`config.mk`:
```
export PLATFORM = sky130hd
export DESIGN_NAME = cbf_front
export DESIGN_NICKNAME = d
export VERILOG_FILES = /design/src/rtl/cubic_bezier_flattener_defines.svh /design/src/rtl/cbf_pkg.sv /design/src/rtl/cbf_front.sv
export SDC_FILE = /design/constraint.sdc
export NUM_CORES = 1
export LEC_CHECK = 0
export BUFFER_PORTS_ARGS = -buffer_cell sky130_fd_sc_hd__buf_4
export CORE_AREA = 2 2 115 117
export CTS_BUF_LIST = sky130_fd_sc_hd__clkbuf_8
export DETAILED_ROUTE_END_ITERATION = 7
export DIE_AREA = 0 0 117 119
export PLACE_DENSITY = 0.73
export SYNTH_ARGS = -nofsm -noshare
export SYNTH_HDL_FRONTEND = slang
export SYNTH_SLANG_ARGS = --single-unit
export TNS_END_PERCENT = 10
```
`constraint.sdc`:
```
create_clock -name clk -period 5.4 [get_ports clk]
set_input_delay 1.62 -clock clk [delete_from_list [all_inputs] [get_ports clk]]
set_output_delay 1.62 -clock clk [all_outputs]
set_load 0.03 [all_outputs]
```
`src/rtl/cubic_bezier_flattener_defines.svh`:
```
// Assertion macros used by the cubic Bezier flattener top level.
`ifndef CUBIC_BEZIER_FLATTENER_DEFINES_SVH
`define CUBIC_BEZIER_FLATTENER_DEFINES_SVH

// Check on every clock edge outside reset.
`define CBF_ASSERT(lbl, prop, msg) \
  lbl: assert property (@(posedge clk) disable iff (rst) prop) else $error(msg);

// Check on every clock edge, reset included.
`define CBF_ASSERT_ALWAYS(lbl, prop, msg) \
  lbl: assert property (@(posedge clk) prop) else $error(msg);

`endif

```
`src/rtl/cbf_pkg.sv`:
```
// Types, constants and fixed-point helpers of the cubic Bezier flattener.
`default_nettype none

package cbf_pkg;

  localparam int MAX_POINTS = 64;
  localparam int K_W        = $clog2(MAX_POINTS);
  localparam int T_W        = 17;

  localparam logic [T_W-1:0] STEP_MIN   = 17'd1040;
  localparam logic [T_W-1:0] ONE_Q16    = 17'h10000;
  localparam logic [T_W-1:0] STEP_RESET = 17'd1311;

  typedef logic signed [15:0] coord_t;
  typedef logic signed [31:0] q16_t;

  typedef struct packed {
    coord_t          p0_x;
    coord_t          p0_y;
    coord_t          p1_x;
    coord_t          p1_y;
    coord_t          p2_x;
    coord_t          p2_y;
    coord_t          p3_x;
    coord_t          p3_y;
    logic [T_W-1:0]  step;
  } job_t;

  function automatic q16_t to_q16(coord_t c);
    return {c, 16'h0000};
  endfunction

  // a + round((b - a) * t / 2^16), ties towards plus infinity
  function automatic q16_t lerp(q16_t a, q16_t b, logic [T_W-1:0] t);
    logic signed [32:0] diff;
    logic signed [50:0] prod;
    logic signed [50:0] rnd;
    diff = $signed({b[31], b}) - $signed({a[31], a});
    prod = diff * $signed({1'b0, t});
    rnd  = prod + 51'sd32768;
    return a + q16_t'(rnd >>> 16);
  endfunction

  // Truncate towards zero to an integer.
  function automatic coord_t to_int(q16_t v);
    q16_t adj;
    adj = v + (v[31] ? 32'sd65535 : 32'sd0);
    return adj[31:16];
  endfunction

endpackage

`default_nettype wire

```
`src/rtl/cbf_front.sv`:
```
// Front end: takes segments, clamps the step and holds one job for the queue.
`default_nettype none

module cbf_front (
  input  wire logic                     clk,
  input  wire logic                     rst,
  input  wire logic                     seg_valid,
  output logic                          seg_ready,
  input  wire cbf_pkg::coord_t          p0_x,
  input  wire cbf_pkg::coord_t          p0_y,
  input  wire cbf_pkg::coord_t          p1_x,
  input  wire cbf_pkg::coord_t          p1_y,
  input  wire cbf_pkg::coord_t          p2_x,
  input  wire cbf_pkg::coord_t          p2_y,
  input  wire cbf_pkg::coord_t          p3_x,
  input  wire cbf_pkg::coord_t          p3_y,
  input  wire logic [cbf_pkg::T_W-1:0]  t_step,
  output cbf_pkg::job_t                 job,
  output logic                          job_valid,
  input  wire logic                     job_ready
);

  logic [cbf_pkg::T_W-1:0] step_eff;

  assign step_eff  = (t_step < cbf_pkg::STEP_MIN) ? cbf_pkg::STEP_MIN : t_step;
  assign seg_ready = !job_valid || job_ready;

  always_ff @(posedge clk) begin
    if (rst) begin
      job_valid <= 1'b0;
    end else if (seg_ready) begin
      job_valid <= seg_valid;
    end
  end

  always_ff @(posedge clk) begin
    if (seg_valid && seg_ready) begin
      job.p0_x <= p0_x;
      job.p0_y <= p0_y;
      job.p1_x <= p1_x;
      job.p1_y <= p1_y;
      job.p2_x <= p2_x;
      job.p2_y <= p2_y;
      job.p3_x <= p3_x;
      job.p3_y <= p3_y;
      job.step <= step_eff;
    end
  end

endmodule

`default_nettype wire

```
; Yosys cells after proc, flatten, opt, wreduce, memory -nomap -nowiden
; Index checks and enable logic that the tools add are counted.
[op_classes]
n_lt_le_gt_ge = 1
n_reduce_logical = 3
[op_table]
columns = operator, count
row1 = 17-bit by 11-bit < comparator with 1-bit output (second input constant), 1
row2 = 1-bit logical AND, 1
row3 = 1-bit logical NOT, 1
row4 = 1-bit logical OR, 1
[totals]
register_bits = 146
inputBits = 149
output_inout_bits = 147
word_cells = 14

; Longest topological paths before layout
[depth]
depth_word = 3
mapped_depth = 3
ltp_nobuf = 3

; Least setup slack after synthesis
; No wires, ideal clock.
[synth_path]
path_type = input port to flip-flop
startpoint = input port job_ready
endpoint = register job[0] (netlist name), enable pin
setup_time_ns = 0.521
t_arrival_ns = 5.322
t_required_ns = 4.879
path_slack_ns = -0.443
path_stages = 2
n_path_buf = 0
path_cell_list = nand2b_1 > and2_1
[synth_via]
elab_chain_cells = 2
[synth_rtl]
columns = element, line
row1 = "start, declared", cbf_front.sv:20  ; input wire logic job_ready
row2 = 1-bit logical OR, cbf_front.sv:26  ; assign seg_ready = !job_valid || job_ready;
row3 = 1-bit logical AND, cbf_front.sv:37  ; if (seg_valid && seg_ready) begin
row4 = "end, declared", cbf_front.sv:18  ; output cbf_pkg::job_t job,
; No other way between the ends.
; A chain may end at the register's enable or synchronous reset.

; Worst setup path in the final report
[layout_path]
startpoint = input port job_ready
endpoint = output port seg_ready
[layout_via]
elab_chain_cells = 1
[layout_rtl]
columns = element, line
row1 = 1-bit logical OR, cbf_front.sv:26
row2 = "end, declared", cbf_front.sv:8  ; output logic seg_ready,
; No other way between the ends.

==> impl_metrics.toml <==
[status]
status = "finished, final reports clean"

[cts]
root_buffer = "clkbuf_8"
clk_latency_ps = 440
holdBufCountCts = 0
cts_tree = "built"
path_clk_slew_ps = 80
htreeDepth = 4
postCtsSetupBuffers = 0
clock_sinks = 146
cts_buffer_depth = 2
post_cts_resized = 0
cts_made_buffers = 17

[synth]
syn-num-nets = 323
synth_warnings = 0
yosysTopAreaCell = "edfxtp_1"
yosys-top-cells-area = "edfxtp_1 96%, o21a_1 0.82%, a21boi_1 0.66%"
synth_cell_types = 15
synthCells = 174
ys_seq_area_share_pct = 96.0
synthAdderAreaFrac_pct = 0
synth_compound_area_share_pct = 2.23
synth_area_per_cell_um2 = 26.2
netlist_area_um2 = 4550
synth_seq_cells = 146
synth.area.mux_share_pct = 0
yosysTopAreaCellShare_pct = 95.6
synth-xor-area-share_pct = 0
synth_top_family_by_area = "compound AO/OA/AOI/OAI gates"
yosys.area_share.simple_pct = 1.15

[floorplan]
die_h_um = 119
boundaryPins = 296
start_util_pct = 35.4
core_area_um2 = 12900
die-area_um2 = 13900
placement_rows = 42
die_w_um = 117

[finish]
nNetsFinal = 632
utilization_pct = 57.6
n_fill_cell = 1022
drive_gt1_share_pct = 66.5
areaGrowthSynthToFinish_pct = 62.8
antenna_cells = 0

[flow_run]
drv_cap = 0

[sta]
relSlewSlack_pct = 42.9
tightest_slew_ps = 856
hold_viol = 0
fin_crit_sh_pct = 68.2
fin_crit_ps = 3680
layout_setup_ws_ps = 1720
skew_ps = 11.5
fmax_ghz = 0.272
finalSetupViolCount = 0
fin_tns_setup_ps = 0
rsz0062_at_grt = "false"
drv_slew = 0

[hold_path]
min-delay-path-class = "reg -> reg"
hold_depth = 2
min_to = "job_valid"
hold_start = "job_valid"

[setup_path]
end_kind = "primary output"
ff2ff_setup_slack_ps = 3370
crit_family = "buffers and inverters"
path_class = "in -> out"
start_kind = "primary input"
r2r_cells = 3
cp.arrival_ps = 2060
crit_chain = "buf_4, nand2b_1, buf_4"
critical_path.slowest_cell = "buf_4"
r2r-start = "job_valid"
r2r_end = "job[101]"
cp_num_buf_inv = 2
cp_common_cell = "buf_4"
max_stage_delay_ps = 180
critPathRequiredTime_ps = 3780
crit_path_max_fanout = 3

[routing]
drtPass1Iterations = 4
avgRoutedWirePerCell_um = 16.8
vias_per_cell = 4.20
initialDrtViolationCount = 188
vias = 2822
routed_wl_mm = 11.3
ant_nets = 0
drc = 0

[place]
io_buffers = 295
place.gp.congestion = 0.766
dpl.hpwl_mm = 8.54
place_ws_ps = 1720

[global_routing]
grt_pass1_wl_mm = 15.7
antenna_found_initial = 0
grt_use_total_pct = 15.8
grt_pass1_vias = 2941
grt_max_degree = 82
gr-total-overflow = 0

[power_and_ir_drop]
max-vdd-ir-drop_mv = 0.234
powerDensity_nw_per_um2 = 350
p_leak_nw = 3.12
==> sequential cells by signal, summed over array words and instances (netlist names) <==
name / cells
job: 145
job_valid: 1
==> layer usage <==
| layer | part of all wire (%) | global-route usage, % |
|---|---|---|
| met4 | 2.4 | 8.24 |
| met1 | 35 | 16.0 |
| met3 | 11 | 7.48 |
| met2 | 52 | 26.6 |
| met5 | 0 | 0 |
==> worst max-delay path by stage <==
| stage | from | endpoint | slack, ps | cells past startpoint |
|---|---|---|---|---|
| after floorplan | job_ready | job[0] | 1150 | 2 |
| after global placement | job_ready | seg_ready | 1720 | 3 |
| after detailed placement | job_ready | seg_ready | 1720 | 3 |
| after CTS | job_ready | seg_ready | 1720 | 3 |
| after global routing | job_ready | seg_ready | 1700 | 3 |
| final | job_ready | seg_ready | 1720 | 3 |
==> final cells by class <==
| cell class | instances | area [um2] | area share, % |
|---|---|---|---|
| clock buffers | 17 | 234 | 3.16 |
| clock inverters | 15 | 190 | 2.57 |
| inverters | 1 | 3.75 | 0.0506 |
| multi-input cells | 21 | 156 | 2.11 |
| flip-flops and latches | 146 | 4370 | 59.0 |
| well taps | 176 | 220 | 2.97 |
| repair buffers | 296 | 2230 | 30.1 |
==> cell families (layout without fill, tap and decap cells) <==
family | after synthesis | count (layout)
AO/OA/AOI/OAI | 12 | 12
buffers and inverters | 7 | 329
flip-flops | 146 | 146
AND/OR/NAND/NOR | 9 | 9
==> worst register-to-register path, stage by stage, from the launching register on <==
cell	delay, ps
dfxtp_1	330
nand2b_1	110
and2_4	700
buf_12	500
==> synthesized netlist by cell type, drive strengths merged <==
library cell / number
a21boi: 4
o21a: 5
nor2: 3
dfxtp: 1
or4: 1
inv: 1
a21oi: 1
a21o: 1
and2: 1
o31ai: 1
edfxtp: 145
nand2b: 2
and3: 1
nand3: 1
clkbuf: 6
==> cell usage in the layout (no fill, tap or decap), types with 2 or more instances in the layout <==
cell type   count
inv_1           2
clkbuf_8       17
buf_4         295
a21boi_1        4
bufinv_16       4
nor2_1          3
clkinv_2        5
clkinvlp_4      2
o21a_1          5
nand2b_1        2
clkinv_4        2
edfxtp_1      145
==> stage by stage <==
step | instance area, um2 | total power (W) | std cells | hold slack, ps
global route | 7410 | 0.00269 | 672 | 597
detailed placement | 6990 | 0.00172 | 640 | 532
global placement | 6990 | 0.00172 | 640 | 516
CTS | 7410 | 0.00263 | 672 | 547
floorplan | 4560 | 0.00153 | 174 | 859
finish | 7410 | 0.00260 | 672 | 548
==> power by group <==
part	switching [W]	internal (W)	total, W
combinational	0.000202	0.000148	0.000350
clock	0.000403	0.000500	0.000903
sequential	0.0000193	0.00133	0.00134
Power figures use the tool's default switching activity.
