--- src/rtl/cubic_bezier_flattener_defines.svh ---
// Assertion macros used by the cubic Bezier flattener top level.
`ifndef CUBIC_BEZIER_FLATTENER_DEFINES_SVH
`define CUBIC_BEZIER_FLATTENER_DEFINES_SVH

// Check on every clock edge outside reset.
`define CBF_ASSERT(lbl, prop, msg) \
  lbl: assert property (@(posedge clk) disable iff (rst) prop) else $error(msg);

// Check on every clock edge, reset included.
`define CBF_ASSERT_ALWAYS(lbl, prop, msg) \
  lbl: assert property (@(posedge clk) prop) else $error(msg);

`endif

--- src/rtl/cbf_pkg.sv ---
// Types, constants and fixed-point helpers of the cubic Bezier flattener.
`default_nettype none

package cbf_pkg;

  localparam int MAX_POINTS = 64;
  localparam int K_W        = $clog2(MAX_POINTS);
  localparam int T_W        = 17;

  localparam logic [T_W-1:0] STEP_MIN   = 17'd1040;
  localparam logic [T_W-1:0] ONE_Q16    = 17'h10000;
  localparam logic [T_W-1:0] STEP_RESET = 17'd1311;

  typedef logic signed [15:0] coord_t;
  typedef logic signed [31:0] q16_t;

  typedef struct packed {
    coord_t          p0_x;
    coord_t          p0_y;
    coord_t          p1_x;
    coord_t          p1_y;
    coord_t          p2_x;
    coord_t          p2_y;
    coord_t          p3_x;
    coord_t          p3_y;
    logic [T_W-1:0]  step;
  } job_t;

  function automatic q16_t to_q16(coord_t c);
    return {c, 16'h0000};
  endfunction

  // a + round((b - a) * t / 2^16), ties towards plus infinity
  function automatic q16_t lerp(q16_t a, q16_t b, logic [T_W-1:0] t);
    logic signed [32:0] diff;
    logic signed [50:0] prod;
    logic signed [50:0] rnd;
    diff = $signed({b[31], b}) - $signed({a[31], a});
    prod = diff * $signed({1'b0, t});
    rnd  = prod + 51'sd32768;
    return a + q16_t'(rnd >>> 16);
  endfunction

  // Truncate towards zero to an integer.
  function automatic coord_t to_int(q16_t v);
    q16_t adj;
    adj = v + (v[31] ? 32'sd65535 : 32'sd0);
    return adj[31:16];
  endfunction

endpackage

`default_nettype wire

--- src/rtl/cbf_queue.sv ---
// Two-entry job queue between the front end and the point generator.
`default_nettype none

module cbf_queue (
  input  wire logic           clk,
  input  wire logic           rst,
  input  wire cbf_pkg::job_t  wr_job,
  input  wire logic           wr_valid,
  output logic                wr_ready,
  output cbf_pkg::job_t       rd_job,
  output logic                rd_valid,
  input  wire logic           rd_ready
);

  cbf_pkg::job_t entry [2];
  logic          wr_ptr;
  logic          rd_ptr;
  logic [1:0]    count;
  logic          push;
  logic          pop;

  assign wr_ready = (count != 2'd2);
  assign rd_valid = (count != 2'd0);
  assign rd_job   = entry[rd_ptr];
  assign push     = wr_valid && wr_ready;
  assign pop      = rd_valid && rd_ready;

  always_ff @(posedge clk) begin
    if (rst) begin
      wr_ptr <= 1'b0;
      rd_ptr <= 1'b0;
      count  <= 2'd0;
    end else begin
      if (push) begin
        wr_ptr <= !wr_ptr;
      end
      if (pop) begin
        rd_ptr <= !rd_ptr;
      end
      unique case ({push, pop})
        2'b10:   count <= count + 2'd1;
        2'b01:   count <= count - 2'd1;
        default: count <= count;
      endcase
    end
  end

  always_ff @(posedge clk) begin
    if (push) begin
      entry[wr_ptr] <= wr_job;
    end
  end

endmodule

`default_nettype wire

--- config.mk ---
export PLATFORM = sky130hd
export DESIGN_NAME = cbf_queue
export DESIGN_NICKNAME = d
export VERILOG_FILES = /design/src/rtl/cubic_bezier_flattener_defines.svh /design/src/rtl/cbf_pkg.sv /design/src/rtl/cbf_queue.sv
export SDC_FILE = /design/constraint.sdc
export NUM_CORES = 1
export LEC_CHECK = 0
export ABC_AREA = 1
export BUFFER_PORTS_ARGS = -buffer_cell sky130_fd_sc_hd__buf_4
export CAP_MARGIN = 20
export CORE_ASPECT_RATIO = 0.6
export CORE_MARGIN = 2
export CORE_UTILIZATION = 35
export CTS_CLUSTER_SIZE = 8
export DETAILED_ROUTE_END_ITERATION = 10
export PLACE_DENSITY = 0.6
export SLEW_MARGIN = 10
export SYNTH_ARGS = -nofsm -noshare
export SYNTH_HDL_FRONTEND = slang
export SYNTH_SLANG_ARGS = --single-unit
--- constraint.sdc ---
create_clock -name clk -period 11.6 [get_ports clk]
set_input_delay 0 -clock clk [delete_from_list [all_inputs] [get_ports clk]]
set_output_delay 0 -clock clk [all_outputs]
set_load 0.02 [all_outputs]
After elaboration in Yosys (flattened, before gate mapping):

Memories as Yosys holds them, arrays and structs flattened. A register that Yosys moved wholly into a read port is not among the register bits.
Index checks and enable logic that the tools add are counted.

* output and inout bits: 147
* memories kept: 1
* bits in registers: 4
* memory bits (writable): 290

* $add $sub $neg: 2
* muxes and demuxes: 5
* reductions and logical operators: 6
* eq/ne operators: 3

Memory list
* entry: words 2, bits a word 145, read ports 1, clocked after Yosys merged registers in 1, wr ports 1, line cbf_queue.sv:15 `cbf_pkg::job_t entry [2];`

Operator list (number)
* 1-bit 2-to-1 mux: 4
* 2-bit case mux with 2 select lines: 1
* 2-bit nonzero test: 2
* 2-bit by 1-bit adder with 2-bit output, second input constant: 1
* 2-bit by 1-bit equality test with 1-bit output, second input constant: 1
* 2-bit equality test, second input constant: 1
* 1-bit logical AND: 2
* 1-bit logical NOT: 2
* 2-bit inequality test, second input constant: 1
* 2-bit by 1-bit subtractor with 2-bit output, second input constant: 1

Logic depth before layout (Yosys ltp):

* word-level depth: 4
* mapped depth: 10
* gate-level depth less buffers: 10

Worst setup path after synthesis:

Ideal clock, no wire load.

* path kind: register -> register
* start point: reg count[0]
* end point: mem entry[0][0] (netlist bit), enable pin
* cell stages (with the launch flop): 5
* path slack: 4174 ps
* path buffers: 0
* arrival time: 6775 ps
* period minus slack after synthesis: 7426 ps
* library setup time: 652 ps
* cells stage by stage: dfxtp_1 > inv_1 > nand2_1 > nand2_1 > nor2_1

* cells in the longest elaborated chain, start to end: 4

RTL lines
* from (decl): line cbf_queue.sv:18 `logic [1:0] count;`
* from (signal assigned): line cbf_queue.sv:41 `2'b10: count <= count + 2'd1;`
* from (signal assigned): line cbf_queue.sv:42 `2'b01: count <= count - 2'd1;`
* from (signal assigned): line cbf_queue.sv:43 `default: count <= count;`
* 2-bit inequality test: line cbf_queue.sv:22 `assign wr_ready = (count != 2'd2);`
* net wr_ready: line cbf_queue.sv:9 `output logic wr_ready,`
* 1-bit logical AND: line cbf_queue.sv:25 `assign push = wr_valid && wr_ready;`
* 1-bit 2-to-1 mux: line cbf_queue.sv:49 `if (push) begin`
* 1-bit 2-to-1 mux (implied by the code): line cbf_queue.sv:50 `entry[wr_ptr] <= wr_job;`
* to (decl): line cbf_queue.sv:15

The timed path passes the listed nets, and every way through them passes these cells.

==> impl_metrics.xml <==
<?xml version="1.0" encoding="UTF-8"?>
<metrics>
  <group name="status">
    <metric name="outcome" unit="">finished, final reports clean</metric>
  </group>
  <group name="power_and_ir_drop">
    <metric name="peakVddDrop" unit="V">0.000117</metric>
    <metric name="power_density" unit="nW/um^2">195</metric>
    <metric name="power_leakage" unit="nW">6.20</metric>
  </group>
  <group name="logic_synthesis">
    <metric name="syn-cell-area" unit="um^2">10900</metric>
    <metric name="synth-seq-area-share" unit="%">80.9</metric>
    <metric name="postSynthNetCount" unit="">639</metric>
    <metric name="postSynthAreaPerCell" unit="um^2">22.3</metric>
    <metric name="synth.yosys.warnings" unit="">0</metric>
    <metric name="yosys.area.top_type" unit="">edfxtp_1</metric>
    <metric name="synth_top_cells_by_area" unit="">edfxtp_1, mux2_2, mux2_4, dfxtp_1, buf_6</metric>
    <metric name="synth_cell_type_count" unit="">13</metric>
    <metric name="cells_after_synth" unit="">489</metric>
    <metric name="synthDominantCellAreaShare" unit="%">79.9</metric>
    <metric name="synth_seq_cells" unit="">295</metric>
  </group>
  <group name="layout">
    <metric name="syn_to_final_growth" unit="%">49.2</metric>
    <metric name="mostFrequentLayoutCell" unit="">buf_4</metric>
    <metric name="layout.cells.most_common_list" unit="">buf_4, edfxtp_1, dlygate4sd3_1</metric>
    <metric name="drive_above_1_share" unit="%">50.2</metric>
    <metric name="final_cells" unit="">1395</metric>
    <metric name="finalNetCount" unit="">1117</metric>
    <metric name="multiInputGateArea" unit="um^2">1950</metric>
    <metric name="finish.instance_area" unit="um^2">16300</metric>
    <metric name="fillCellCount" unit="">2390</metric>
    <metric name="final-seq-area" unit="um^2">8810</metric>
  </group>
  <group name="clock_network">
    <metric name="clock_tree.htree_level_count" unit="">2</metric>
    <metric name="tritoncts_num_sinks" unit="">295</metric>
    <metric name="cts_tree" unit="">built</metric>
    <metric name="clkTransAtPathRegs" unit="ns">0.05</metric>
    <metric name="cts.root.buffer_cell" unit="">clkbuf_16</metric>
    <metric name="cts_post_setup_buffers_inserted" unit="">0</metric>
    <metric name="worstSkewPairLatency" unit="ns">0.52</metric>
    <metric name="tritoncts.num_buffers" unit="">42</metric>
    <metric name="cts_max_path_buffers" unit="">3</metric>
  </group>
  <group name="worst_setup_path">
    <metric name="reg_to_reg_slack_setup" unit="ns">9.00</metric>
    <metric name="cp_slowest_stage_delay" unit="ns">0.83</metric>
    <metric name="worst_r2r_path_depth" unit="">6</metric>
    <metric name="timing.critical_path.slowest_stage_cell" unit="">buf_4</metric>
    <metric name="worst_setup_path_category" unit="">reg -&gt; out</metric>
    <metric name="timing.rr.end" unit="">entry[0][100]</metric>
    <metric name="critical_path_arrival" unit="ns">2.62</metric>
    <metric name="critPathCaptureType" unit="">output port</metric>
    <metric name="r2r_start" unit="">count[0]</metric>
    <metric name="timing.critical_path.cells" unit="">buf_4, mux2_2, buf_4</metric>
    <metric name="critical_path.most_common_cell" unit="">buf_4</metric>
    <metric name="setup.worst_path.start_class" unit="">flip-flop</metric>
    <metric name="critical_path_peak_fanout" unit="">58</metric>
    <metric name="worstPathRequired" unit="ns">11.60</metric>
  </group>
  <group name="detailed_routing">
    <metric name="wl_met3" unit="mm">1.67</metric>
    <metric name="met2WireLength" unit="mm">10.9</metric>
    <metric name="drtAntennaViolNets" unit="">0</metric>
    <metric name="initial_detailed_routing_violation_count" unit="">358</metric>
    <metric name="met1_length" unit="mm">10.5</metric>
    <metric name="detail_route.wirelength" unit="mm">23.5</metric>
    <metric name="top_routing_layer_in_use" unit="">met4</metric>
    <metric name="num_vias" unit="">6109</metric>
    <metric name="vias_cell" unit="">4.38</metric>
    <metric name="remaining_drcs" unit="">0</metric>
    <metric name="drt_pre_antenna_iters" unit="">4</metric>
    <metric name="wire_per_inst" unit="um">16.9</metric>
  </group>
  <group name="hold_path">
    <metric name="whs_path_depth" unit="">2</metric>
    <metric name="holdCritPathClass" unit="">in -&gt; reg</metric>
    <metric name="worstHoldEndpoint" unit="">entry[1][90]</metric>
    <metric name="worstHoldStart" unit="">wr_job[90]</metric>
  </group>
  <group name="die">
    <metric name="dieArea" unit="um^2">32600</metric>
    <metric name="initial_core_util" unit="%">36.0</metric>
    <metric name="fp-row-count" unit="">49</metric>
    <metric name="chipWidth" unit="um">232</metric>
    <metric name="fp.coreArea" unit="um^2">30300</metric>
    <metric name="floorplan.die.height" unit="um">141</metric>
    <metric name="pin_count" unit="">296</metric>
  </group>
  <group name="grt">
    <metric name="grt_start_max_net_pins" unit="">146</metric>
    <metric name="grt_usage" unit="%">14.2</metric>
    <metric name="globalRoute.totalOverflow" unit="">0</metric>
    <metric name="global_route_wire_length_before_repair" unit="mm">35.7</metric>
    <metric name="grt_pass1_vias" unit="">6622</metric>
    <metric name="grt_antenna_before_repair" unit="">2</metric>
  </group>
  <group name="sta">
    <metric name="setup_total_negative_slack" unit="ns">0</metric>
    <metric name="setup_repair_after_global_routing_missed_its_margin" unit="">false</metric>
    <metric name="timing.fmax" unit="MHz">381</metric>
    <metric name="slew_headroom" unit="%">32.8</metric>
    <metric name="worstMarginPinSlew" unit="ns">1.01</metric>
    <metric name="period_share" unit="%">22.6</metric>
    <metric name="drv_slew" unit="">0</metric>
    <metric name="final_setup_fails" unit="">0</metric>
    <metric name="fin_crit" unit="ns">2.62</metric>
    <metric name="final.setup_skew" unit="ns">0.0126</metric>
    <metric name="finalHoldViolCount" unit="">0</metric>
  </group>
  <group name="job">
    <metric name="max_cap_violations" unit="">0</metric>
  </group>
  <group name="placement">
    <metric name="postPlaceCellArea" unit="um^2">13600</metric>
    <metric name="finalWeightedCongestion" unit="">0.710</metric>
    <metric name="buffer_ports.inserted" unit="">295</metric>
    <metric name="detailed_place_hpwl" unit="mm">14.3</metric>
    <metric name="dp_cells" unit="">1182</metric>
  </group>
</metrics>
-- metrics by stage --
step                utilization, %  setup slack (ns)  power, mW  hold WS [ns]
CTS                           53.7              8.88       3.21         0.179
global placement              44.8              8.98       2.05         0.185
global route                  53.7              8.76       3.30         0.178
detailed placement            44.8              8.95       2.06         0.188
finish                        53.7              8.98       3.17         0.207
floorplan                        -              4.17       1.80        0.0989
-- synth_stat cells --
master / instances
edfxtp_1: 290
mux2_2: 95
mux2_4: 50
nor2_1: 10
buf_2: 9
inv_1: 8
nand2_1: 8
buf_6: 7
dfxtp_1: 5
o21ai_0: 3
a21oi_1: 2
ha_1: 1
nand4_1: 1
-- registers in the layout, indices dropped and copies added (netlist names), named ones only --
register and cells:
rd_ptr 1, wr_ptr 1, entry 290, count 2
-- timing repair --
item	4_1_cts	5_1_grt
endpoints found under the hold margin	295	0
setup endpoints to repair	0	0
resized for setup	0	0
hold buffers	149	0
-- where the power goes --
group          switching, mW  internal (mW)
combinational          0.377          0.351
clock                  0.404          0.694
sequential            0.0318           1.31
-- worst max path at each step --
| stage | start | endpoint | slack (ns) | cells after the start |
|---|---|---|---|---|
| after floorplan | count[0] | entry[0][0] | 4.17 | 4 |
| after global placement | count[0] | entry[0][97] | 8.98 | 6 |
| after detailed placement | count[0] | entry[0][124] | 8.95 | 6 |
| after CTS | flip-flop | rd_job[144] | 8.88 | 3 |
| after global routing | count[0] | entry[0][133] | 8.76 | 6 |
| final | flip-flop | rd_job[139] | 8.98 | 3 |
-- area by class of cell --
type                            instances  share of cell area (%)
Multi-Input combinational cell        170                    12.0
Antenna cell                            3                  0.0462
Timing Repair Buffer                  450                    23.2
Clock buffer                           61                    7.30
Sequential cell                       295                    54.2
Tap cell                              408                    3.14
Inverter                                8                   0.185
-- worst max-delay path, delay by kind of cell (launching register included) --
| family | cells | cell delay (ns) |
|---|---|---|
| buffers and inverters | 2 | 0.99 |
| flip-flops | 1 | 0.61 |
| multiplexers | 1 | 0.43 |
-- cell families (layout without fill, tap and decap cells) --
family                   count (synthesis)  in the layout  share of synthesized area (%)
AO/OA/AOI/OAI                            5              5                          0.230
AND/OR/NAND/NOR                         19             19                          0.678
buffers and inverters                   24            519                           1.41
adder cells (fa/ha/maj)                  1              1                          0.115
multiplexers                           145            145                           16.7
other                                    0              3                              0
flip-flops                             295            295                           80.9
-- per-layer routing --
layer	track usage, %	vias to the layer above
li1	-	2881
met1	18.8	2987
met2	22.5	208
met3	4.55	33
met4	4.28	0
met5	0	-
Power figures use the tool's default switching activity.
